### src/rtl/mcv_pkg.sv
// ----------------------------------------------------------------------------
// mcv_pkg - shared types and constants for the matrix coefficient of variation
// Beat payload structs, fixed field widths, default sizing and the derived
// widths used as defaults by the arithmetic units.
// ----------------------------------------------------------------------------
package mcv_pkg;

    // Default sizing
    localparam int DEF_MAX_ENTRIES = 4096;
    localparam int DEF_VALUE_BITS  = 20;
    localparam int DEF_FRAC_BITS   = 16;

    // Fixed field widths of the beats
    localparam int ENTRY_W  = 20;
    localparam int RESULT_W = 29;

    // Percent scale and the bits it adds to a product
    localparam int PCT_SCALE = 100;
    localparam int PCT_W     = 7;

    // Square-sum accumulator never grows past this width (saturates there)
    localparam int SS_MAX_W = 128;

    localparam logic [RESULT_W-1:0] RESULT_MAX = '1;

    // Derived defaults for the arithmetic units
    localparam int DEF_CNT_W   = $clog2(DEF_MAX_ENTRIES + 1);
    localparam int DEF_MEAN_W  = DEF_VALUE_BITS + DEF_FRAC_BITS;
    localparam int DEF_SS_FULL = 2 * DEF_MEAN_W + DEF_CNT_W;
    localparam int DEF_SS_W    = (DEF_SS_FULL > SS_MAX_W) ? SS_MAX_W : DEF_SS_FULL;
    localparam int DEF_ROOT_W  = (DEF_SS_W + 1) / 2;
    localparam int DEF_D1      = DEF_VALUE_BITS + DEF_CNT_W + DEF_FRAC_BITS;
    localparam int DEF_D2      = (DEF_D1 > DEF_SS_W) ? DEF_D1 : DEF_SS_W;
    localparam int DEF_D3      = DEF_ROOT_W + PCT_W + DEF_FRAC_BITS;
    localparam int DEF_DVD_W   = (DEF_D2 > DEF_D3) ? DEF_D2 : DEF_D3;
    localparam int DEF_DVS_W   = (DEF_MEAN_W > DEF_CNT_W) ? DEF_MEAN_W : DEF_CNT_W;

    // Input beat: one matrix entry
    typedef struct packed {
        logic [ENTRY_W-1:0] entry_value;
        logic               last_entry;
    } t_in_beat;

    // Output beat: one result per matrix
    typedef struct packed {
        logic [RESULT_W-1:0] variation_percent;
        logic                mean_zero;
        logic                overflow_seen;
    } t_out_beat;

endpackage

### src/rtl/mcv_sqdev.sv
// ----------------------------------------------------------------------------
// mcv_sqdev - squared-deviation accumulate pipeline
// Takes one stored entry per cycle, forms |x * 2^F - mean|, squares it from
// three half-width partial products and adds the square into a saturating
// accumulator. Four register stages; o_busy is high while any beat is inside.
// ----------------------------------------------------------------------------
module mcv_sqdev
    import mcv_pkg::*;
#(
    parameter int VALUE_BITS = DEF_VALUE_BITS,
    parameter int FRAC_BITS  = DEF_FRAC_BITS,
    parameter int SS_W       = DEF_SS_W
) (
    input  logic                           i_clk,
    input  logic                           i_rst_n,
    input  logic                           i_clear,
    input  logic                           i_valid,
    input  logic [VALUE_BITS-1:0]          i_value,
    input  logic [VALUE_BITS+FRAC_BITS-1:0] i_mean,
    output logic                           o_busy,
    output logic [SS_W-1:0]                o_sum,
    output logic                           o_sat
);

    localparam int MW = VALUE_BITS + FRAC_BITS;
    localparam int H  = (MW + 1) / 2;
    localparam int LW = MW - H;

    logic              r_v1, r_v2, r_v3;
    logic [MW-1:0]     r_dev;
    logic [2*LW-1:0]   r_aa;
    logic [LW+H-1:0]   r_ab;
    logic [2*H-1:0]    r_bb;
    logic [2*MW-1:0]   r_sq;
    logic [SS_W-1:0]   r_acc;
    logic              r_sat;

    logic [MW-1:0]     w_xs;
    logic [LW-1:0]     w_hi;
    logic [H-1:0]      w_lo;
    logic [SS_W:0]     w_acc;

    assign w_xs  = {i_value, {FRAC_BITS{1'b0}}};
    assign w_hi  = r_dev[MW-1:H];
    assign w_lo  = r_dev[H-1:0];
    assign w_acc = {1'b0, r_acc} + (SS_W + 1)'(r_sq);

    // Stage valids
    always_ff @(posedge i_clk) begin
        if (!i_rst_n) begin
            r_v1 <= 1'b0;
            r_v2 <= 1'b0;
            r_v3 <= 1'b0;
        end else begin
            r_v1 <= i_valid;
            r_v2 <= r_v1;
            r_v3 <= r_v2;
        end
    end

    // Deviation, partial products, recombined square
    always_ff @(posedge i_clk) begin
        r_dev <= (w_xs >= i_mean) ? (w_xs - i_mean) : (i_mean - w_xs);
        r_aa  <= (2 * LW)'(w_hi) * (2 * LW)'(w_hi);
        r_ab  <= (LW + H)'(w_hi) * (LW + H)'(w_lo);
        r_bb  <= (2 * H)'(w_lo) * (2 * H)'(w_lo);
        r_sq  <= {r_aa, r_bb} + ((2 * MW)'(r_ab) << (H + 1));
    end

    // Saturating accumulator
    always_ff @(posedge i_clk) begin
        if (!i_rst_n || i_clear) begin
            r_acc <= '0;
            r_sat <= 1'b0;
        end else if (r_v3) begin
            if (w_acc[SS_W]) begin
                r_acc <= '1;
                r_sat <= 1'b1;
            end else begin
                r_acc <= w_acc[SS_W-1:0];
            end
        end
    end

    assign o_busy = r_v1 | r_v2 | r_v3;
    assign o_sum  = r_acc;
    assign o_sat  = r_sat;

endmodule

### config.mk
export PLATFORM = sky130hd
export DESIGN_NAME = mcv_sqdev
export DESIGN_NICKNAME = d
export VERILOG_FILES = /design/src/rtl/mcv_pkg.sv /design/src/rtl/mcv_sqdev.sv
export SDC_FILE = /design/constraint.sdc
export NUM_CORES = 2
export LEC_CHECK = 0
export BUFFER_PORTS_ARGS = -buffer_cell sky130_fd_sc_hd__buf_2
export CORE_ASPECT_RATIO = 0.6
export CORE_MARGIN = 2
export CORE_UTILIZATION = 34
export DETAILED_ROUTE_END_ITERATION = 6
export SLEW_MARGIN = 20
export SYNTH_ARGS = -nofsm -noshare
export SYNTH_HDL_FRONTEND = slang
export SYNTH_SLANG_ARGS = --single-unit
### constraint.sdc
create_clock -name i_clk -period 8.8 [get_ports i_clk]
set_clock_uncertainty 0.15 [all_clocks]
set_input_delay 0.44 -clock i_clk [delete_from_list [all_inputs] [get_ports i_clk]]
set_output_delay 0.44 -clock i_clk [all_outputs]
set_load 0.01 [all_outputs]
==> results.json <==
{
  "status": "complete, no violations",
  "cp_cell_sequence": "buf_4 > nand2_1 > fa_1 > fa_1 > fa_1 > inv_1 > fa_1 > fa_1 > inv_1 > fa_1 > inv_1 > ha_1 > a21oi_1 > nor2b_1 > o31ai_1 > a21boi_0 > o21ai_0 > o2111ai_1 > a31oi_1 > nor2_1 > o21ai_0 > xor2_1",
  "setup_viol": 0,
  "synthArstFlopShare_pct": 0,
  "layout_common_cells": "1,016 x inv_1, 692 x fa_1, 480 x nand2_1, 480 x ha_1, 296 x dfxtp_1",
  "numCtsBuffers": 35,
  "setup_tns_ns": 0,
  "cts_buffer_depth": 3,
  "layout_min_cycle_time_ns": 7.59,
  "cp-start-kind": "flip-flop",
  "layout-drive-gt1-share_pct": 6.69,
  "path_max_fanout": 20,
  "grt_pass1_vias": 34200,
  "syn_inst": 5083,
  "route.detailed.drc": 0,
  "drt_wl_total_um": 124000,
  "endpoint_kind": "flip-flop",
  "area_growth_pct": 8.41,
  "grt_pass1_wl_um": 197000,
  "synth-seq-cells": 302,
  "period_share_pct": 86.3,
  "grt_start_max_net_pins": 98,
  "hpwl_um": 102000,
  "ys_seq_area_share_pct": 13.6,
  "cts_resized": 0,
  "finalWorstSetupSlack_ns": 1.21,
  "wire_per_inst_um": 18.1,
  "holdCritPathClass": "input pin to flip-flop",
  "slew_viol_final": 0,
  "coreArea_um2": 130000,
  "max_freq_mhz": 132,
  "dpl_cell_area_um2": 46900,
  "die_area_um2": 134000,
  "initial_core_util_pct": 34.4,
  "cts_tree": "built",
  "track_usage_pct": 18.6,
  "synth_edf_count": 0,
  "rsz0062_at_grt": "false",
  "antenna_left": 0,
  "critical_path_class": "flip-flop to flip-flop",
  "num_vias": 33600,
  "antenna_found_initial": 4,
  "critical_path.slowest_cell": "dfxtp_1",
  "slowest_delay_ns": 0.97,
  "max-cap-violations": 0,
  "place_congestion": 0.912,
  "cp.arrival_ns": 7.93,
  "nets": 6332,
  "crit_path_frequent_cell": "fa_1",
  "nFillCells": 13100,
  "fin_area_um2": 48300,
  "cts_max_level": 2,
  "drtIter0Drc": 2610,
  "place_ws_ns": 1.28,
  "cts_sinks": 302,
  "critPathRequiredTime_ns": 9.14,
  "dr.pass1.iters": 6,
  "syn_nets": 6315,
  "routed_via_density": 4.91,
  "cp_num_buf_inv": 4,
  "yosysUniqueCellTypes": 96,
  "relSlewSlack_pct": 24.3,
  "ys.flop_type": "dfxtp_1",
  "die_y_um": 284,
  "cts_root_buffer": "clkbuf_16",
  "syn_avg_cell_area_um2": 8.77,
  "grt_overflow": 0,
  "hold_viol": 0,
  "std_cell_rows": 102,
  "io_buffers": 146,
  "io_pins": 147,
  "syn-cell-area_um2": 44600,
  "die_w_um": 471,
  "antennaDiodeCount": 0,
  "final_common_cell": "inv_1",
  "yosys_warnings": 0,
  "worst_pin_slew_ns": 1.13,
  "cp_top_family": "adder cells",
  "clk_latency_ns": 0.60,
  "path_clk_slew_ns": 0.08
}
==> synth_stat cells (all sizes together), types with 6 or more instances <==
master / instances / area share [%]
a21o: 128 / 2.2
o21ai: 207 / 2.4
nand2: 481 / 4.1
nand2b: 28 / 0.48
nor2b: 38 / 0.54
o31ai: 14 / 0.26
nor4: 6 / 0.098
ha: 480 / 13
nor3: 46 / 0.58
nand3: 54 / 0.62
o31a: 8 / 0.16
or2: 16 / 0.22
a221oi: 7 / 0.18
or3: 8 / 0.11
o21a: 34 / 0.57
and4: 9 / 0.18
a21boi: 11 / 0.19
o221ai: 7 / 0.20
a21oi: 286 / 3.3
nor2: 161 / 1.4
dfxtp: 302 / 14
inv: 1016 / 8.6
xor2: 81 / 1.6
nand4: 46 / 0.67
a31oi: 67 / 0.95
buf: 35 / 0.46
and3: 29 / 0.42
clkbuf: 199 / 1.7
xnor2: 169 / 3.3
o211ai: 11 / 0.21
o21bai: 45 / 0.77
and2: 269 / 3.8
fa: 692 / 31
a211oi: 16 / 0.29
a31o: 10 / 0.20
==> per-stage QoR <==
step	utilization [%]	hold WS [ns]	instances
3_3_place_gp	36.2	0.162	6763
4_1_cts	37.3	0.000466	6842
5_1_grt	37.3	0.0280	6842
3_5_place_dp	36.2	0.162	6763
2_1_floorplan	-	0.160	5083
6_report	37.3	0.0106	6842
==> cell type report <==
| type | instances | area (µm²) | area share, % |
|---|---|---|---|
| multi-input cells | 3531 | 33800 | 69.9 |
| clock inverters | 24 | 313 | 0.647 |
| clock buffers | 39 | 932 | 1.93 |
| inverters | 1016 | 3810 | 7.89 |
| flip-flops and latches | 302 | 6060 | 12.5 |
| repair buffers | 214 | 1280 | 2.65 |
| well taps | 1716 | 2150 | 4.44 |
==> cells by family after synthesis <==
logic type	after synthesis	share of synthesized area (%)
buffers and inverters	1250	10.7
AND/OR/NAND/NOR	1203	13.4
adder cells (fa/ha/maj)	1172	44.5
AO/OA/AOI/OAI	897	12.7
flip-flops	302	13.6
XOR/XNOR	250	4.91
multiplexers	9	0.213
==> per-layer routing <==
layer	GRT usage [%]	share of wire, %	vias to the layer above
met1	29.8	52	16200
li1	-	-	16100
met4	2.50	1.3	0
met5	0	0	-
met3	6.55	11	99
met2	23.4	35	1212
==> state kept, by name (all words and copies together) (netlist names) <==
name and cells:
o_sat 1, o_sum 85, r_aa 35, r_ab 36, r_bb 35, r_dev 36
r_sq 71, r_v1 1, r_v2 1, r_v3 1
==> path summary, 6_finish.rpt <==
| check | startpoint | end | slack (ns) | cells after the start |
|---|---|---|---|---|
| max reg2reg | r_dev[29] | r_ab[34] | 1.21 | 22 |
| min | i_mean[5] | r_dev[5] | 0.01 | 2 |
| min reg2reg | r_bb[0] | r_sq[0] | 0.18 | 0 |
| max | r_dev[29] | r_ab[34] | 1.21 | 22 |
==> what timing repair did <==
item                      4_1_cts  5_1_grt
hold endpoints to repair       16        0
buffers inserted                0        0
hold buffers                   16        0
Power is not shown: default switching activity piles up to over one toggle a cycle in this logic, so the estimate is an artifact.
