## src/rtl/mcv_pkg.sv

```systemverilog
// ----------------------------------------------------------------------------
// mcv_pkg - shared types and constants for the matrix coefficient of variation
// Beat payload structs, fixed field widths, default sizing and the derived
// widths used as defaults by the arithmetic units.
// ----------------------------------------------------------------------------
package mcv_pkg;

    // Default sizing
    localparam int DEF_MAX_ENTRIES = 4096;
    localparam int DEF_VALUE_BITS  = 20;
    localparam int DEF_FRAC_BITS   = 16;

    // Fixed field widths of the beats
    localparam int ENTRY_W  = 20;
    localparam int RESULT_W = 29;

    // Percent scale and the bits it adds to a product
    localparam int PCT_SCALE = 100;
    localparam int PCT_W     = 7;

    // Square-sum accumulator never grows past this width (saturates there)
    localparam int SS_MAX_W = 128;

    localparam logic [RESULT_W-1:0] RESULT_MAX = '1;

    // Derived defaults for the arithmetic units
    localparam int DEF_CNT_W   = $clog2(DEF_MAX_ENTRIES + 1);
    localparam int DEF_MEAN_W  = DEF_VALUE_BITS + DEF_FRAC_BITS;
    localparam int DEF_SS_FULL = 2 * DEF_MEAN_W + DEF_CNT_W;
    localparam int DEF_SS_W    = (DEF_SS_FULL > SS_MAX_W) ? SS_MAX_W : DEF_SS_FULL;
    localparam int DEF_ROOT_W  = (DEF_SS_W + 1) / 2;
    localparam int DEF_D1      = DEF_VALUE_BITS + DEF_CNT_W + DEF_FRAC_BITS;
    localparam int DEF_D2      = (DEF_D1 > DEF_SS_W) ? DEF_D1 : DEF_SS_W;
    localparam int DEF_D3      = DEF_ROOT_W + PCT_W + DEF_FRAC_BITS;
    localparam int DEF_DVD_W   = (DEF_D2 > DEF_D3) ? DEF_D2 : DEF_D3;
    localparam int DEF_DVS_W   = (DEF_MEAN_W > DEF_CNT_W) ? DEF_MEAN_W : DEF_CNT_W;

    // Input beat: one matrix entry
    typedef struct packed {
        logic [ENTRY_W-1:0] entry_value;
        logic               last_entry;
    } t_in_beat;

    // Output beat: one result per matrix
    typedef struct packed {
        logic [RESULT_W-1:0] variation_percent;
        logic                mean_zero;
        logic                overflow_seen;
    } t_out_beat;

endpackage

```

## src/rtl/mcv_divider.sv

```systemverilog
// ----------------------------------------------------------------------------
// mcv_divider - iterative unsigned restoring divider
// One quotient bit per cycle. Operands are captured on i_start; o_done
// pulses when the quotient is final and it holds until the next start.
// ----------------------------------------------------------------------------
module mcv_divider
    import mcv_pkg::*;
#(
    parameter int DVD_W = DEF_DVD_W,
    parameter int DVS_W = DEF_DVS_W
) (
    input  logic             i_clk,
    input  logic             i_rst_n,
    input  logic             i_start,
    input  logic [DVD_W-1:0] i_dividend,
    input  logic [DVS_W-1:0] i_divisor,
    output logic             o_done,
    output logic [DVD_W-1:0] o_quotient
);

    localparam int CW = (DVD_W > 1) ? $clog2(DVD_W) : 1;

    logic             r_busy;
    logic             r_done;
    logic [CW-1:0]    r_cnt;
    logic [DVD_W-1:0] r_quo;
    logic [DVS_W-1:0] r_rem;
    logic [DVS_W-1:0] r_div;

    logic [DVS_W:0]   w_shift;
    logic [DVS_W:0]   w_diff;
    logic             w_ge;

    // Shift in the next dividend bit, trial subtract
    assign w_shift = {r_rem, r_quo[DVD_W-1]};
    assign w_diff  = w_shift - {1'b0, r_div};
    assign w_ge    = (w_shift >= {1'b0, r_div});

    // Iteration
    always_ff @(posedge i_clk) begin
        if (!i_rst_n) begin
            r_busy <= 1'b0;
            r_done <= 1'b0;
            r_cnt  <= '0;
        end else begin
            r_done <= 1'b0;
            if (i_start) begin
                r_busy <= 1'b1;
                r_cnt  <= CW'(DVD_W - 1);
                r_quo  <= i_dividend;
                r_rem  <= '0;
                r_div  <= i_divisor;
            end else if (r_busy) begin
                r_quo <= {r_quo[DVD_W-2:0], w_ge};
                r_rem <= w_ge ? w_diff[DVS_W-1:0] : w_shift[DVS_W-1:0];
                if (r_cnt == '0) begin
                    r_busy <= 1'b0;
                    r_done <= 1'b1;
                end else begin
                    r_cnt <= r_cnt - CW'(1);
                end
            end
        end
    end

    assign o_done     = r_done;
    assign o_quotient = r_quo;

endmodule

```

## config.mk

```make
export PLATFORM = sky130hd
export DESIGN_NAME = mcv_divider
export DESIGN_NICKNAME = d
export VERILOG_FILES = /design/src/rtl/mcv_pkg.sv /design/src/rtl/mcv_divider.sv
export SDC_FILE = /design/constraint.sdc
export NUM_CORES = 1
export LEC_CHECK = 0
export BUFFER_PORTS_ARGS = -buffer_cell sky130_fd_sc_hd__buf_2
export CORE_MARGIN = 2
export CORE_UTILIZATION = 43
export CTS_BUF_LIST = sky130_fd_sc_hd__clkbuf_16
export DETAILED_ROUTE_END_ITERATION = 12
export PLACE_DENSITY_LB_ADDON = 0.15
export SYNTH_ARGS = -nofsm -noshare
export SYNTH_HDL_FRONTEND = slang
export SYNTH_SLANG_ARGS = --single-unit
```

## constraint.sdc

```tcl
create_clock -name i_clk -period 5.3 [get_ports i_clk]
set_clock_uncertainty 0.05 [all_clocks]
set_input_delay 0 -clock i_clk [delete_from_list [all_inputs] [get_ports i_clk]]
set_output_delay 0 -clock i_clk [all_outputs]
set_load 0.05 [all_outputs]
```

==> summary.md <==
Of the synthesized area, sequential elements account for 55.9%. The average vias per placed instance works out to 5.03. The largest buffer count on any clock path was 2; the post-route cell area was 0.0119 mm². Measured along the x axis, the die boundary spans 147 µm. The first routing iteration left 422 violations.

After legalization and detailed placement, the total HPWL measured 14.6 mm. The logs give 26.4% for the normalized max-slew margin and 3.89 ns for the data arrival time at the worst-slack endpoint. The wire length after detailed routing is 21.6 mm, and the area growth from synthesis to layout is 35.6%. The largest incremental delay on the critical path came out at 0.75 ns. Summed over all failing endpoints, the final setup total negative slack is 0 ns. In this run the remaining antenna-violating nets after routing total 0.

The floorplan has 52 rows. The number of nets in the synthesized netlist is 866. For this run, the number of Yosys warnings is 0. The total count of max-transition violations in the final report is 0, and the minimum clock period after layout is 3.81 ns. The largest voltage drop on the vdd net is 0.211 mV, and the flop and latch count out of synthesis is 166.

The run gives 20.4% as the global-route total usage across every layer. In the synthesized netlist the async set-or-reset flop fraction comes to 0%. The remaining global-route overflow is 0. Summing all flip-flop and latch instances after layout gives 0.00489 mm². Core area: 0.0201 mm². Setup violations remaining at the end of the flow were counted as 0. Counting both buffers and inverters, the worst setup path holds a total of 0. The flow ran to the end, and the final reports show no timing, DRC or antenna violations. The data required time at the worst endpoint was 5.39 ns.

TritonCTS built the clock tree. Count of buffers inserted at the top-level ports: 209. For the placer's final routability congestion estimate, the log shows 0.811. The tools report the area of the mapped netlist as 0.00875 mm². Entering global routing, the biggest net connects 74 pins. The cell area reported after detailed placement was 0.0101 mm²; the final antenna diode count was 0. The path class of the tightest hold or removal check is in -> reg.

The tools report the number of hold buffers added after CTS as 122. The first global-routing pass estimated 34.7 mm of wire. Setup repair after global routing left no endpoint under its margin.

The transition time of the tightest slew-check pin is 1.10 ns. The core occupancy in the finished layout was 59.0%. Post-synthesis cell type count: 58. Overall power consumption after layout is estimated at 3.84 mW.

The worst setup path is of the reg -> reg kind. In this run the post-CTS setup repair buffer count came out at 0. CTS built an H-tree with a depth of 4. Walking the worst path, the cells encountered are ha_1 -> nor2b_1 -> o31a_1 -> o211a_1 -> a311o_1 -> a31oi_1 -> o21ai_1 -> a221o_2 -> nor2_2 -> a21oi_1. The insertion delay to the later sink of the worst-skew pair came out at 0.43 ns. In the final layout, the share of cells above drive strength 1 is 31.9%.

Once the floorplan was initialized, standard cells occupied 43.5% of the core. The die covers 0.0215 mm². The worst setup path is captured at a register.

The number of maximum-capacitance constraint violations was 0. In the synthesized netlist, the number of instances is 703. Counting the fill cells in the layout gives 1628. Clock-pin slew was measured on the worst setup and hold paths at 0.07 ns. Library cell contributing the largest single delay on the critical path: a221o_2.

In the final layout, the multi-input gates occupy 0.00354 mm². The power density over the cells was 324 mW/mm²; the chip height was 147 µm. The detailed-route wire length per cell works out to 16.4 µm. Static timing analysis puts the maximum clock frequency at 263 MHz. CTS placed an instance of clkbuf_16 at the clock tree root. The detailed-routing iteration count for the pre-antenna-repair pass came out at 4. The count of flip-flops with a built-in enable after synthesis is 157. The tree built by TritonCTS fans out to 166 sinks.

The post-cts gate resize count was 0. Count of unresolved DRC violations after routing: 0. In this run the count of I/O pins placed on the die edge is 210. The tools report the number of global-route vias before repair as 6825.

The routed layout has 6611 vias. Among cell families on the critical path, the largest total delay comes from compound AO/OA/AOI/OAI gates. For the hold violation total from the final report, the log shows 0. The number of buffers inserted during clock tree synthesis came out at 17. At the end of the flow, the number of nets in the layout was 1194. Averaged over all synthesized cells, the footprint is 12.4 µm².

The final critical-path share of the clock period is 71.9%. In the synthesized netlist the dominant register cell turns out to be edfxtp_1. The nature of the critical path startpoint was a register. In this run the worst path has a maximum fanout of 38. The leakage dissipation is 5.04 nW. The run gives 0 as the number of antenna violations at the first check in global routing.
-- per-stage QoR --
stage	instances	hold WS, ns	worst slack (ns)
3_5_place_dp	1160	0.128	1.48
3_3_place_gp	1160	0.128	1.59
6_report	1314	0.126	1.49
4_1_cts	1314	0.122	1.45
5_1_grt	1314	0.156	1.22
2_1_floorplan	703	0.0489	1.24
-- cell type report --
| type | instances | area share (%) |
|---|---|---|
| sequential | 166 | 41.3 |
| multi-input combinational | 457 | 29.9 |
| timing repair buffer | 334 | 19.3 |
| clock buffer | 17 | 3.59 |
| tap | 270 | 2.85 |
| inverter | 55 | 1.74 |
| clock inverter | 15 | 1.37 |
-- power breakdown --
part           switching [mW]  total, mW  internal [mW]
clock                   0.585       1.25          0.668
sequential             0.0514       1.62           1.57
combinational           0.565      0.971          0.406
-- routing by layer --
metal / up-vias / GRT usage [%] / wire length, µm
li1: 3276 / - / -
met1: 3157 / 25.7 / 9740
met2: 162 / 34.7 / 10500
met3: 16 / 5.53 / 1100
met4: 0 / 5.39 / 233
met5: - / 0 / 0
-- sequential cells by signal, indices dropped and copies added (netlist names) --
signal	count
o_quotient	85
r_div	36
r_busy	1
r_rem	36
r_cnt	7
o_done	1
-- synth_stat cells, drive strengths merged, types with 3 or more instances --
cell,count,area [µm²]
edfxtp,157,4710
mux2,85,957
nor2,59,224
inv,55,206
ha,38,475
a21oi,36,180
nand2,30,113
mux2i,24,240
o21ai,19,95.1
clkbuf,18,67.6
a21o,17,128
xnor2,17,149
xor2,16,140
nand3,14,70.1
a211oi,12,90.1
dfxtp,9,180
nor3,9,45.0
buf,7,48.8
nand4,6,37.5
a21boi,5,37.5
and2,5,31.3
nor2b,5,31.3
o21a,5,37.5
a22o,4,35.0
and4,4,35.0
nand2b,4,25.0
o211ai,4,30.0
a31oi,3,18.8
and3,3,18.8
nor4,3,18.8
-- cells in the final DEF (no fill, tap or decap), types with 5 or more instances in the layout --
cell           Yosys  final
nor2b_1            5      5
nand4_1            6      6
mux2_2            84     84
a21o_1            17     17
nor3_1             9      9
nor2_1            58     58
dlygate4sd3_1      0    122
a211oi_1          12     12
xor2_1            16     16
clkbuf_16          0     17
nand2_1           30     30
o21ai_0           18     18
dfxtp_1            9      9
inv_1             55     55
nand3_1           14     14
ha_1              38     38
edfxtp_1         157    157
buf_2              0    208
a21boi_0           5      5
xnor2_1           17     17
a21oi_1           36     36
mux2i_1           24     24
-- worst reg2reg max path, cell delays in order (launching register included) --
cell and delay, ns:
edfxtp_1 0.42, ha_1 0.34, nor2b_1 0.15, o31a_1 0.28, o211a_1 0.27, a311o_1 0.47, a31oi_1 0.22, o21ai_1 0.15
a221o_2 0.75, nor2_2 0.37, a21oi_1 0.06
-- worst paths after layout --
check,start,endpoint,slack (ns),cells past startpoint
hold reg to reg,r_busy$_SDFF_PN0_,o_done$_SDFF_PP0_,0.41,2
hold / removal,i_start,r_rem[3]$_SDFFCE_PP0P_,0.13,2
setup reg to reg,r_rem[0]$_SDFFCE_PP0P_,o_quotient[0]$_DFFE_PP_,1.49,10
setup / recovery,r_rem[0]$_SDFFCE_PP0P_,o_quotient[0]$_DFFE_PP_,1.49,10
-- logic make-up (layout without fill, tap and decap cells) --
kind of cell	after synthesis	in the layout	synth area share, %
DFF	166	166	55.9
xor gates and xnor gates	33	33	3.30
buffers and inverters	80	421	3.69
AOI/OAI and AO/OA	128	128	9.79
adders and majority gates	39	39	5.66
muxes	109	109	13.7
and+or+nand+nor	148	148	7.95
Power figures use the tool's default switching activity.
