===== src/rtl/mcv_pkg.sv =====
// ----------------------------------------------------------------------------
// mcv_pkg - shared types and constants for the matrix coefficient of variation
// Beat payload structs, fixed field widths, default sizing and the derived
// widths used as defaults by the arithmetic units.
// ----------------------------------------------------------------------------
package mcv_pkg;

    // Default sizing
    localparam int DEF_MAX_ENTRIES = 4096;
    localparam int DEF_VALUE_BITS  = 20;
    localparam int DEF_FRAC_BITS   = 16;

    // Fixed field widths of the beats
    localparam int ENTRY_W  = 20;
    localparam int RESULT_W = 29;

    // Percent scale and the bits it adds to a product
    localparam int PCT_SCALE = 100;
    localparam int PCT_W     = 7;

    // Square-sum accumulator never grows past this width (saturates there)
    localparam int SS_MAX_W = 128;

    localparam logic [RESULT_W-1:0] RESULT_MAX = '1;

    // Derived defaults for the arithmetic units
    localparam int DEF_CNT_W   = $clog2(DEF_MAX_ENTRIES + 1);
    localparam int DEF_MEAN_W  = DEF_VALUE_BITS + DEF_FRAC_BITS;
    localparam int DEF_SS_FULL = 2 * DEF_MEAN_W + DEF_CNT_W;
    localparam int DEF_SS_W    = (DEF_SS_FULL > SS_MAX_W) ? SS_MAX_W : DEF_SS_FULL;
    localparam int DEF_ROOT_W  = (DEF_SS_W + 1) / 2;
    localparam int DEF_D1      = DEF_VALUE_BITS + DEF_CNT_W + DEF_FRAC_BITS;
    localparam int DEF_D2      = (DEF_D1 > DEF_SS_W) ? DEF_D1 : DEF_SS_W;
    localparam int DEF_D3      = DEF_ROOT_W + PCT_W + DEF_FRAC_BITS;
    localparam int DEF_DVD_W   = (DEF_D2 > DEF_D3) ? DEF_D2 : DEF_D3;
    localparam int DEF_DVS_W   = (DEF_MEAN_W > DEF_CNT_W) ? DEF_MEAN_W : DEF_CNT_W;

    // Input beat: one matrix entry
    typedef struct packed {
        logic [ENTRY_W-1:0] entry_value;
        logic               last_entry;
    } t_in_beat;

    // Output beat: one result per matrix
    typedef struct packed {
        logic [RESULT_W-1:0] variation_percent;
        logic                mean_zero;
        logic                overflow_seen;
    } t_out_beat;

endpackage


===== src/rtl/mcv_isqrt.sv =====
// ----------------------------------------------------------------------------
// mcv_isqrt - iterative integer square root
// Digit-by-digit method, one root bit per cycle (two radicand bits).
// Gives floor(sqrt(radicand)); o_done pulses when the root is final.
// ----------------------------------------------------------------------------
module mcv_isqrt
    import mcv_pkg::*;
#(
    parameter int ROOT_W = DEF_ROOT_W
) (
    input  logic                i_clk,
    input  logic                i_rst_n,
    input  logic                i_start,
    input  logic [2*ROOT_W-1:0] i_radicand,
    output logic                o_done,
    output logic [ROOT_W-1:0]   o_root
);

    localparam int RAD_W = 2 * ROOT_W;
    localparam int RM_W  = ROOT_W + 2;
    localparam int CW    = (ROOT_W > 1) ? $clog2(ROOT_W) : 1;

    logic              r_busy;
    logic              r_done;
    logic [CW-1:0]     r_cnt;
    logic [RAD_W-1:0]  r_rad;
    logic [ROOT_W-1:0] r_root;
    logic [RM_W-1:0]   r_rem;

    logic [RM_W+1:0]   w_shift;
    logic [RM_W+1:0]   w_trial;
    logic [RM_W+1:0]   w_diff;
    logic              w_ge;

    // Bring down two radicand bits, trial subtract 4*root+1
    assign w_shift = {r_rem, r_rad[RAD_W-1 -: 2]};
    assign w_trial = (RM_W + 2)'({r_root, 2'b01});
    assign w_diff  = w_shift - w_trial;
    assign w_ge    = (w_shift >= w_trial);

    // Iteration
    always_ff @(posedge i_clk) begin
        if (!i_rst_n) begin
            r_busy <= 1'b0;
            r_done <= 1'b0;
            r_cnt  <= '0;
        end else begin
            r_done <= 1'b0;
            if (i_start) begin
                r_busy <= 1'b1;
                r_cnt  <= CW'(ROOT_W - 1);
                r_rad  <= i_radicand;
                r_root <= '0;
                r_rem  <= '0;
            end else if (r_busy) begin
                r_rad  <= r_rad << 2;
                r_root <= {r_root[ROOT_W-2:0], w_ge};
                r_rem  <= w_ge ? w_diff[RM_W-1:0] : w_shift[RM_W-1:0];
                if (r_cnt == '0) begin
                    r_busy <= 1'b0;
                    r_done <= 1'b1;
                end else begin
                    r_cnt <= r_cnt - CW'(1);
                end
            end
        end
    end

    assign o_done = r_done;
    assign o_root = r_root;

endmodule


===== config.mk =====
export PLATFORM = sky130hd
export DESIGN_NAME = mcv_isqrt
export DESIGN_NICKNAME = d
export VERILOG_FILES = /design/src/rtl/mcv_pkg.sv /design/src/rtl/mcv_isqrt.sv
export SDC_FILE = /design/constraint.sdc
export NUM_CORES = 1
export LEC_CHECK = 0
export CORE_MARGIN = 2
export CORE_UTILIZATION = 36
export DETAILED_ROUTE_END_ITERATION = 8
export DONT_BUFFER_PORTS = 1
export GPL_TIMING_DRIVEN = 0
export PLACE_DENSITY = 0.59
export SETUP_SLACK_MARGIN = 0.2
export SLEW_MARGIN = 20
export SYNTH_ARGS = -nofsm -noshare
export SYNTH_HDL_FRONTEND = slang
export SYNTH_SLANG_ARGS = --single-unit
export TNS_END_PERCENT = 30

===== constraint.sdc =====
create_clock -name i_clk -period 5.9 [get_ports i_clk]
set_input_delay 0.295 -clock i_clk [delete_from_list [all_inputs] [get_ports i_clk]]
set_output_delay 0.295 -clock i_clk [all_outputs]
set_load 0.1 [all_outputs]

==> results of run 1 <==
==> how the worst min path moves through the flow <==
stage	to	slack (ns)	depth (start not counted)
4_1_cts	r_cnt[1]	0.0001	1
2_1_floorplan	o_done	0.44	2
6_report	r_cnt[1]	0.02	1
3_5_place_dp	r_cnt[5]	0.46	1
5_1_grt	r_cnt[1]	0.008	1
3_3_place_gp	r_cnt[5]	0.45	1
==> cell type report <==
cell class              instances  area (um^2)  area share, %
flip-flops and latches        182         5390           47.6
multi-input cells             612         4280           37.8
well taps                     378          473           4.18
clock buffers                  17          425           3.76
plain buffers                  37          220           1.95
clock inverters                15          210           1.86
inverters                      53          199           1.76
repair buffers                  5         97.6          0.863
diodes                          7         17.5          0.155
==> critical path: cells and delay by family (launching register included) <==
| kind | cells | cell delay (ns) |
|---|---|---|
| AO/OA/AOI/OAI | 8 | 1.94 |
| adder cells (fa/ha/maj) | 1 | 0.45 |
| buffers and inverters | 2 | 0.50 |
| flip-flops | 1 | 0.97 |
| AND/OR/NAND/NOR | 1 | 0.08 |
==> state kept, by name, summed over array words and instances (netlist names) <==
register	flops
o_done	1
o_root	43
r_busy	1
r_cnt	6
r_rad	86
r_rem	45
==> cells in the final DEF (no fill, tap or decap), drive strengths merged, types with 16 or more instances in the layout <==
| master | count |
|---|---|
| a21o | 23 |
| a21oi | 81 |
| buf | 16 |
| clkbuf | 42 |
| edfxtp | 174 |
| ha | 47 |
| inv | 61 |
| mux2 | 84 |
| nand2 | 100 |
| nor2 | 77 |
| o21ai | 28 |
| xnor2 | 24 |
| xor2 | 21 |
==> kinds of logic (layout without fill, tap and decap cells) <==
family                   Yosys count  count (layout)  synth area share [%]
buffers and inverters             90             127                  4.16
flip-flops                       182             182                  53.5
adder cells (fa/ha/maj)           47              47                  5.84
XOR/XNOR                          45              45                  3.91
other                              0               7                     0
multiplexers                      84              84                  9.39
AND/OR/NAND/NOR                  242             242                  10.6
AO/OA/AOI/OAI                    194             194                  12.6
==> power breakdown <==
group	leakage (nW)	internal (mW)	total, mW	switching (mW)
Combinational	2.19	0.330	0.783	0.453
Sequential	1.74	1.55	1.73	0.177
Clock	0.303	0.592	1.21	0.616
==> metal layers <==
layer  up-vias  GRT usage [%]  wire, um
met5         -              0        88
met4        14           4.02       265
met3        35           7.16      1910
met2       174           25.8     10600
met1      3157           19.3      9960
li1       3290              -         -
==> through the flow <==
stage	total power [mW]	hold WS, ns	util (%)	cell area (um^2)	worst slack (ns)
after global routing	3.91	0.00774	40.9	11300	1.55
after global placement	2.54	0.451	38.2	10500	-1.35
after detailed placement	2.54	0.456	38.5	10600	1.78
after floorplan	2.37	0.438	-	10100	0.808
final	3.72	0.0219	40.9	11300	1.77
after CTS	3.77	0.000141	40.9	11300	1.73
==> repair_timing <==
action,in CTS,in global routing
setup buffers,0,0
hold buffers,1,0
endpoints found under the hold margin,2,0
setup endpoints to repair,0,0
==> impl_metrics.py, run 1 <==
metrics = {
    "power": {
        "ir_drop_mv": 0.178,
        "leakage_nw": 4.24,
        "p_per_area_mw_per_mm2": 329,
    },
    "routing": {
        "vias": 6670,
        "wire_per_inst_um": 17.5,
        "postRouteAntennaNets": 0,
        "dr.pass1.iters": 5,
        "drc_errors": 0,
        "drt_iter0_markers": 380,
        "vias_per_cell": 5.11,
        "routed_wl_mm": 22.8,
    },
    "sta": {
        "hold_violations": 0,
        "period_share_pct": 70.0,
        "slew-limit-headroom_pct": 32.5,
        "skew_ns": 0.0148,
        "min_period_ns": 4.13,
        "worstMarginPinSlew_ns": 1.01,
        "rsz0062_at_grt": "false",
        "setup_viol": 0,
        "timing.fmax_ghz": 0.242,
        "finalSetupTns_ns": 0,
        "finalMaxSlewViolations": 0,
    },
    "clock_network": {
        "cts_tree": "yes",
        "clock_sinks": 182,
        "numCtsBuffers": 17,
        "clk_latency_ns": 0.44,
        "path_clk_slew_ns": 0.08,
        "post_cts_resized": 0,
        "cts_root_buf": "clkbuf_16",
        "cts.path.max_buffers": 2,
        "cts.htree.levels": 4,
    },
    "cells_and_area": {
        "nets": 1044,
        "nFillCells": 2712,
        "area_growth_pct": 12.2,
        "final_cells": 1306,
        "drive_above_1_share_pct": 16.2,
    },
    "worst_setup_path": {
        "crit_end": "r_rem[35]",
        "critPathSlowestCell": "edfxtp_1",
        "startpoint": "o_root[1]",
        "reg2reg_depth": 12,
        "worstPathArrival_ns": 4.39,
        "crit_path_max_incr_delay_ns": 0.97,
        "startpoint_type": "register",
        "crit_path_end_kind": "register",
        "timing.rr.start": "o_root[1]",
        "ff2ff_setup_slack_ns": 1.77,
        "path_class": "register to register",
        "critical_path.cell_chain": "inv_1, ha_1, o211ai_1, a21o_1, a211oi_2, o211ai_2, o21ai_4, a41oi_4, o211ai_4, buf_2, nand2_1, a21oi_1",
        "cp_max_fo": 10,
        "r2r_end": "r_rem[35]",
        "required_ns": 6.16,
    },
    "global_routing": {
        "grt_max_degree": 52,
        "grt-ovfl-total": 0,
        "grt_usage_pct": 15.9,
        "first_global_vias": 6715,
        "antenna_found_initial": 13,
        "grt_pass1_wl_mm": 36.0,
    },
    "yosys": {
        "yosys_warnings": 0,
        "yosys_most_used_dff": "edfxtp_1",
        "yosys.area.top_type_share_pct": 51.9,
        "yosysUniqueCellTypes": 64,
        "synth_commonest_cells": "edfxtp_1, nand2_1, mux2_2",
        "synth_edf_count": 174,
        "synth_top_area_cell": "edfxtp_1",
        "syn_nets": 1020,
        "yosysSeqAreaShare_pct": 53.5,
        "synthTopCellsByArea": "edfxtp_1, mux2_2, ha_1",
        "synthArstFlopShare_pct": 0,
        "ys_seq_elements": 182,
        "syn-cell-area_mm2": 0.0101,
        "postSynthCellCount": 884,
        "synth_most_common_cell": "edfxtp_1",
        "synth.avg_cell_area_um2": 11.4,
    },
    "run": {
        "max_cap_viol_count": 0,
    },
    "placement": {
        "gp_routability_congestion": 0.856,
        "dpl.cell_count": 1266,
        "port-buffer-count": 0,
        "post-dp-hpwl_mm": 16.5,
    },
    "hold_path": {
        "hold_class": "primary input to register",
        "hp-start": "i_rst_n",
    },
    "die": {
        "initial_core_util_pct": 36.5,
        "die_w_um": 171,
        "pin_count": 133,
        "die_y_um": 171,
        "core_mm2": 0.0276,
        "die_area_mm2": 0.0293,
        "rows": 61,
    },
    "run_status": {
        "status": "finished clean",
    },
}
(Power assumes the default switching activity.)
==> inputs of run 2 (changes only) <==
Settings changed: PLACE_DENSITY 0.59 to 0.61.
Clock period 5.9 ns to 3.6 ns, I/O delays scaled along.
==> run 2 against run 1 <==
  * The flow now finishes with violations (negative setup slack)
  * Critical path type unchanged
  * Die area stayed put
  * Utilization grew 4.8 points
  * Largest power group unchanged
  * Cell count rose by 7.4%
  * Clock skew down 0.00075 ns
  * Critical endpoint is now r_rem[5]
  * Final area up 12%
==> impl_metrics.py, run 2 (synthesis results as in run 1) <==
metrics = {
    "run_status": {
        "status": "complete, but fails checks",
        "violations": "negative setup slack",
    },
    "hold_path": {
        "hp-start": "i_rst_n",
        "holdPathStages": 2,
        "hold_class": "primary input to register",
        "min_to": "r_busy",
    },
    "power": {
        "combPwrFrac_pct": 24.3,
        "clkPwrFrac_pct": 30.4,
        "p_per_area_mw_per_mm2": 499,
        "ir_drop_mv": 0.224,
        "leakage_nw": 4.70,
        "power_frac_seq_pct": 45.3,
        "switching_share_pct": 33.1,
        "p_int_mw": 4.21,
        "power_switching_mw": 2.08,
    },
    "routing": {
        "vias": 7090,
        "routed_wl_mm": 24.3,
        "vias_per_cell": 5.06,
        "drc_errors": 0,
        "dr.pass1.iters": 5,
        "postRouteAntennaNets": 0,
        "wire_per_inst_um": 17.3,
        "drt_iter0_markers": 476,
    },
    "worst_setup_path": {
        "crit_path_end_kind": "register",
        "crit_buf_inv": 3,
        "path_class": "register to register",
        "worstPathArrival_ns": 3.86,
        "crit_path_max_incr_delay_ns": 1.03,
        "startpoint_type": "register",
        "crit_top_cell": "buf_6",
        "r2r_end": "r_rem[5]",
        "critPathSlowestCell": "edfxtp_1",
        "cp_max_fo": 10,
        "required_ns": 3.75,
        "cp.depth": 13,
        "critical_path.cell_chain": "inv_2, ha_4, o211ai_1, a21o_1, a211oi_2, o211ai_2, o21ai_4, a41oi_4, o211a_1, buf_6, buf_6, nand2_1, a21oi_1",
        "timing.rr.start": "o_root[1]",
        "ff2ff_setup_slack_ns": -0.12,
        "cp_top_family": "compound AO/OA/AOI/OAI gates",
        "reg2reg_depth": 13,
    },
    "placement": {
        "port-buffer-count": 0,
        "post-dp-hpwl_mm": 16.2,
        "gp_routability_congestion": 0.829,
    },
    "sta": {
        "worstMarginPinSlew_ns": 1.04,
        "hold_slack_ns": 0.292,
        "skew_ns": 0.0140,
        "min_period_ns": 3.72,
        "setup_viol": 44,
        "rsz0062_at_grt": "true",
        "period_share_pct": 103,
        "fin_ws_ns": -0.116,
        "finalMaxSlewViolations": 0,
        "timing.fmax_ghz": 0.269,
        "hold_violations": 0,
        "finalSetupTns_ns": -3.19,
        "slew-limit-headroom_pct": 30.9,
    },
    "global_routing": {
        "grt_max_degree": 51,
        "grt_usage_pct": 16.9,
        "grt-ovfl-total": 0,
        "grt_pass1_wl_mm": 38.5,
        "antenna_found_initial": 0,
        "first_global_vias": 7338,
    },
    "clock_network": {
        "path_clk_slew_ns": 0.08,
        "clock_sinks": 182,
        "cts_tree": "yes",
        "cts.path.max_buffers": 2,
        "cts.htree.levels": 4,
        "numCtsBuffers": 17,
        "clk_latency_ns": 0.44,
        "cts_root_buf": "clkbuf_16",
    },
    "die": {
        "initial_core_util_pct": 36.5,
        "rows": 61,
        "core_mm2": 0.0276,
        "die_w_um": 171,
        "pin_count": 133,
        "die_area_mm2": 0.0293,
        "die_y_um": 171,
    },
    "cells_and_area": {
        "regMostFlops": "r_rad",
        "area_growth_pct": 25.4,
        "layout_commonest_cell": "edfxtp_1",
        "antenna_cells": 0,
        "drive_above_1_share_pct": 22.1,
        "nets": 1147,
        "layout_common_cells": "edfxtp_1, nand2_1, dlygate4sd3_1",
        "largest_register_ffs": 86,
    },
    "run": {
        "max_cap_viol_count": 0,
    },
}
==> run 2: cell type report <==
class / instances / area (um^2)
timing repair buffer: 108 / 1110
multi-input combinational: 612 / 4590
sequential: 182 / 5390
clock inverter: 14 / 175
inverter: 53 / 199
fill: 2568 / 15000
buffer: 37 / 274
tap: 378 / 473
clock buffer: 18 / 429
==> run 2: stage by stage <==
step	std cells	cell area [um^2]	worst slack [ns]	util (%)	total power, mW
floorplan	884	10100	0.0750	-	3.88
global placement	1262	10500	-0.793	38.2	4.15
detailed placement	1265	10600	-0.540	38.5	4.16
CTS	1398	12500	-0.123	45.3	6.29
global route	1402	12600	-0.240	45.7	6.60
finish	1402	12600	-0.116	45.7	6.30
==> run 2: metal layers <==
| layer | part of all wire (%) | global-route usage, % | vias to the layer above |
|---|---|---|---|
| met4 | 1.4 | 4.35 | 0 |
| met1 | 44 | 20.9 | 3413 |
| met2 | 49 | 29.4 | 176 |
| met3 | 5.9 | 4.33 | 19 |
| met5 | 0 | 0 | - |
| li1 | - | - | 3482 |
==> run 2: worst reg2reg max path: stages, from the launching register on <==
cell	delay [ns]
edfxtp_1	1.03
inv_2	0.14
ha_4	0.33
o211ai_1	0.11
a21o_1	0.22
a211oi_2	0.33
o211ai_2	0.17
o21ai_4	0.21
a41oi_4	0.17
o211a_1	0.26
buf_6	0.16
buf_6	0.15
nand2_1	0.07
a21oi_1	0.06
==> run 2: power groups by stage <==
| stage | combinational, mW | clock, mW | sequential [mW] |
|---|---|---|---|
| global placement | 1.25 | 0 | 2.90 |
| global route | 1.69 | 2.04 | 2.87 |
| detailed placement | 1.27 | 0 | 2.89 |
| floorplan | 1.01 | 0 | 2.87 |
| CTS | 1.49 | 1.96 | 2.85 |
| finish | 1.53 | 1.92 | 2.85 |
==> run 2: worst max path at each step <==
stage / startpoint / to / slack [ns]
finish: o_root[1] / r_rem[5] / -0.12
CTS: o_root[1] / r_rem[29] / -0.12
global route: o_root[1] / r_rem[24] / -0.24
global placement: i_start / r_rad[52] / -0.79
detailed placement: o_root[1] / r_rem[27] / -0.54
floorplan: o_root[1] / r_rem[29] / 0.08
==> run 2: what timing repair did <==
| item | in CTS | in global routing |
|---|---|---|
| hold endpoints to repair | 93 | 0 |
| gates resized for setup | 66 | 19 |
| pin swaps | 21 | 17 |
| setup buffers | 13 | 4 |
| cloned | 1 | 0 |
| endpoints found under the setup margin | 46 | 46 |
| hold buffers | 87 | 0 |
==> inputs of run 3 (changes only) <==
Settings changed: PLACE_DENSITY 0.61 to 0.59.
Clock period 3.6 ns to 4 ns, I/O delays scaled along.
==> run 3 against run 2 <==
  * The run now ends clean
  * Worst hold slack worse by 0.070 ns
  * Critical path depth grew 1
  * Combinational power decreased by 11%
  * Clock-buffer cell count down 1
  * Cell count fell by 0.21%
  * Utilization down 0.42 points
  * Critical path type unchanged
  * Highest routed layer unchanged
==> impl_metrics.py, run 3 (synthesis results as in run 1) <==
metrics = {
    "sta": {
        "hold_violations": 0,
        "slew-limit-headroom_pct": 32.4,
        "min_period_ns": 3.77,
        "period_share_pct": 94.3,
        "hold_slack_ns": 0.221,
        "skew_ns": 0.0166,
        "timing.fmax_ghz": 0.265,
        "setup_viol": 0,
        "rsz0062_at_grt": "true",
        "worstMarginPinSlew_ns": 1.01,
        "finalMaxSlewViolations": 0,
    },
    "run": {
        "max_cap_viol_count": 0,
    },
    "routing": {
        "drc_errors": 0,
        "drt_iter0_markers": 435,
        "vias": 7122,
        "postRouteAntennaNets": 0,
        "routed_wl_mm": 24.5,
        "vias_per_cell": 5.09,
        "dr.pass1.iters": 5,
        "wire_per_inst_um": 17.5,
    },
    "clock_network": {
        "cts_root_buf": "clkbuf_16",
        "clk_latency_ns": 0.44,
        "cts.path.max_buffers": 2,
        "cts.htree.levels": 4,
        "path_clk_slew_ns": 0.08,
        "cts_tree": "yes",
        "numCtsBuffers": 17,
        "clock_sinks": 182,
    },
    "worst_setup_path": {
        "crit_path_max_incr_delay_ns": 0.98,
        "crit_path_end_kind": "register",
        "cp_top_family": "flip-flops",
        "crit_buf_inv": 4,
        "path_class": "register to register",
        "startpoint_type": "register",
        "required_ns": 4.14,
        "critical_path.cell_chain": "inv_2, ha_1, clkbuf_2, nand4_1, buf_4, nor2_1, nor4_2, buf_4, nand4b_1, a31o_4, a31oi_4, o21ai_2, xnor2_1, a211oi_2",
        "cp_max_fo": 7,
        "worstPathArrival_ns": 3.91,
        "critPathSlowestCell": "edfxtp_1",
        "crit_top_cell": "buf_4",
    },
    "die": {
        "die_w_um": 171,
        "initial_core_util_pct": 36.5,
        "die_y_um": 171,
        "core_mm2": 0.0276,
        "pin_count": 133,
        "rows": 61,
        "die_area_mm2": 0.0293,
    },
    "global_routing": {
        "first_global_vias": 7256,
        "grt-ovfl-total": 0,
        "grt_pass1_wl_mm": 38.5,
        "antenna_found_initial": 0,
        "grt_max_degree": 43,
        "grt_usage_pct": 16.9,
    },
    "cells_and_area": {
        "antenna_cells": 0,
        "nets": 1144,
        "largest_register_ffs": 86,
        "layout_common_cells": "edfxtp_1, nand2_1, dlygate4sd3_1",
        "regMostFlops": "r_rad",
        "drive_above_1_share_pct": 21.1,
        "area_growth_pct": 24.2,
        "layout_commonest_cell": "edfxtp_1",
    },
    "power": {
        "p_per_area_mw_per_mm2": 454,
        "power_switching_mw": 1.91,
        "clkPwrFrac_pct": 31.0,
        "p_total_mw": 5.68,
        "ir_drop_mv": 0.239,
        "power_frac_seq_pct": 45.1,
        "leakage_nw": 4.68,
        "p_int_mw": 3.78,
        "switching_share_pct": 33.5,
        "combPwrFrac_pct": 23.9,
    },
    "placement": {
        "port-buffer-count": 0,
        "gp_routability_congestion": 0.848,
        "post-dp-hpwl_mm": 16.5,
    },
    "hold_path": {
        "hold_class": "primary input to register",
    },
    "run_status": {
        "status": "finished clean",
    },
}
run 3: final cells by class:
| type | count | area [um^2] |
|---|---|---|
| fillers | 2636 | 15100 |
| flip-flops and latches | 182 | 5390 |
| multi-input cells | 612 | 4520 |
| repair buffers | 105 | 1070 |
| well taps | 378 | 473 |
| clock buffers | 17 | 425 |
| plain buffers | 37 | 248 |
| inverters | 53 | 199 |
| clock inverters | 15 | 198 |
run 3: metal layers:
metal  vias up  GRT usage [%]  share of wire [%]
met1      3451           21.5                 44
li1       3468              -                  -
met3        23           4.62                5.4
met5         -              0                  0
met4         0           4.27                1.2
met2       180           28.5                 49
run 3: worst paths after layout:
path                                 start   endpoint  slack (ns)  cells past startpoint
worst max-delay path            o_root[12]  r_rem[38]        0.23                     14
worst max register to register  o_root[12]  r_rem[38]        0.23                     14
worst min-delay path               i_rst_n     r_busy        0.22                      2
worst min register to register      r_busy     o_done        0.50                      2
run 3: stage by stage:
stage | instances | instance area, um^2 | TNS [ns] | util [%] | setup slack (ns)
after floorplan | 884 | 10100 | 0 | - | 0.475
after global placement | 1262 | 10500 | -73.78 | 38.2 | -0.426
after detailed placement | 1266 | 10600 | -1.87 | 38.5 | -0.151
after CTS | 1395 | 12300 | 0 | 44.7 | 0.182
after global routing | 1399 | 12500 | 0 | 45.3 | 0.0666
final | 1399 | 12500 | 0 | 45.3 | 0.228
run 3: what timing repair did:
action | in CTS | in global routing
pin swaps | 11 | 15
resized for setup | 37 | 32
setup buffers | 9 | 4
hold buffers | 87 | 0
gates cloned | 1 | 0
hold endpoints to repair | 92 | 0
endpoints found under the setup margin | 45 | 45
run 3: power by group through the flow:
| stage | clock (mW) | sequential [mW] | combinational [mW] |
|---|---|---|---|
| after floorplan | 0 | 2.58 | 0.909 |
| after global placement | 0 | 2.61 | 1.13 |
| after detailed placement | 0 | 2.60 | 1.15 |
| after CTS | 1.81 | 2.56 | 1.29 |
| after global routing | 1.88 | 2.58 | 1.50 |
| final | 1.76 | 2.56 | 1.36 |
run 3: worst register-to-register path, delay by kind of cell, from the launching register on:
kind	cells	cell delay (ns)
flops	1	0.98
compound gates	4	0.76
simple gates	4	0.68
buf+inv	4	0.57
fa+ha+maj	1	0.31
xor+xnor	1	0.18
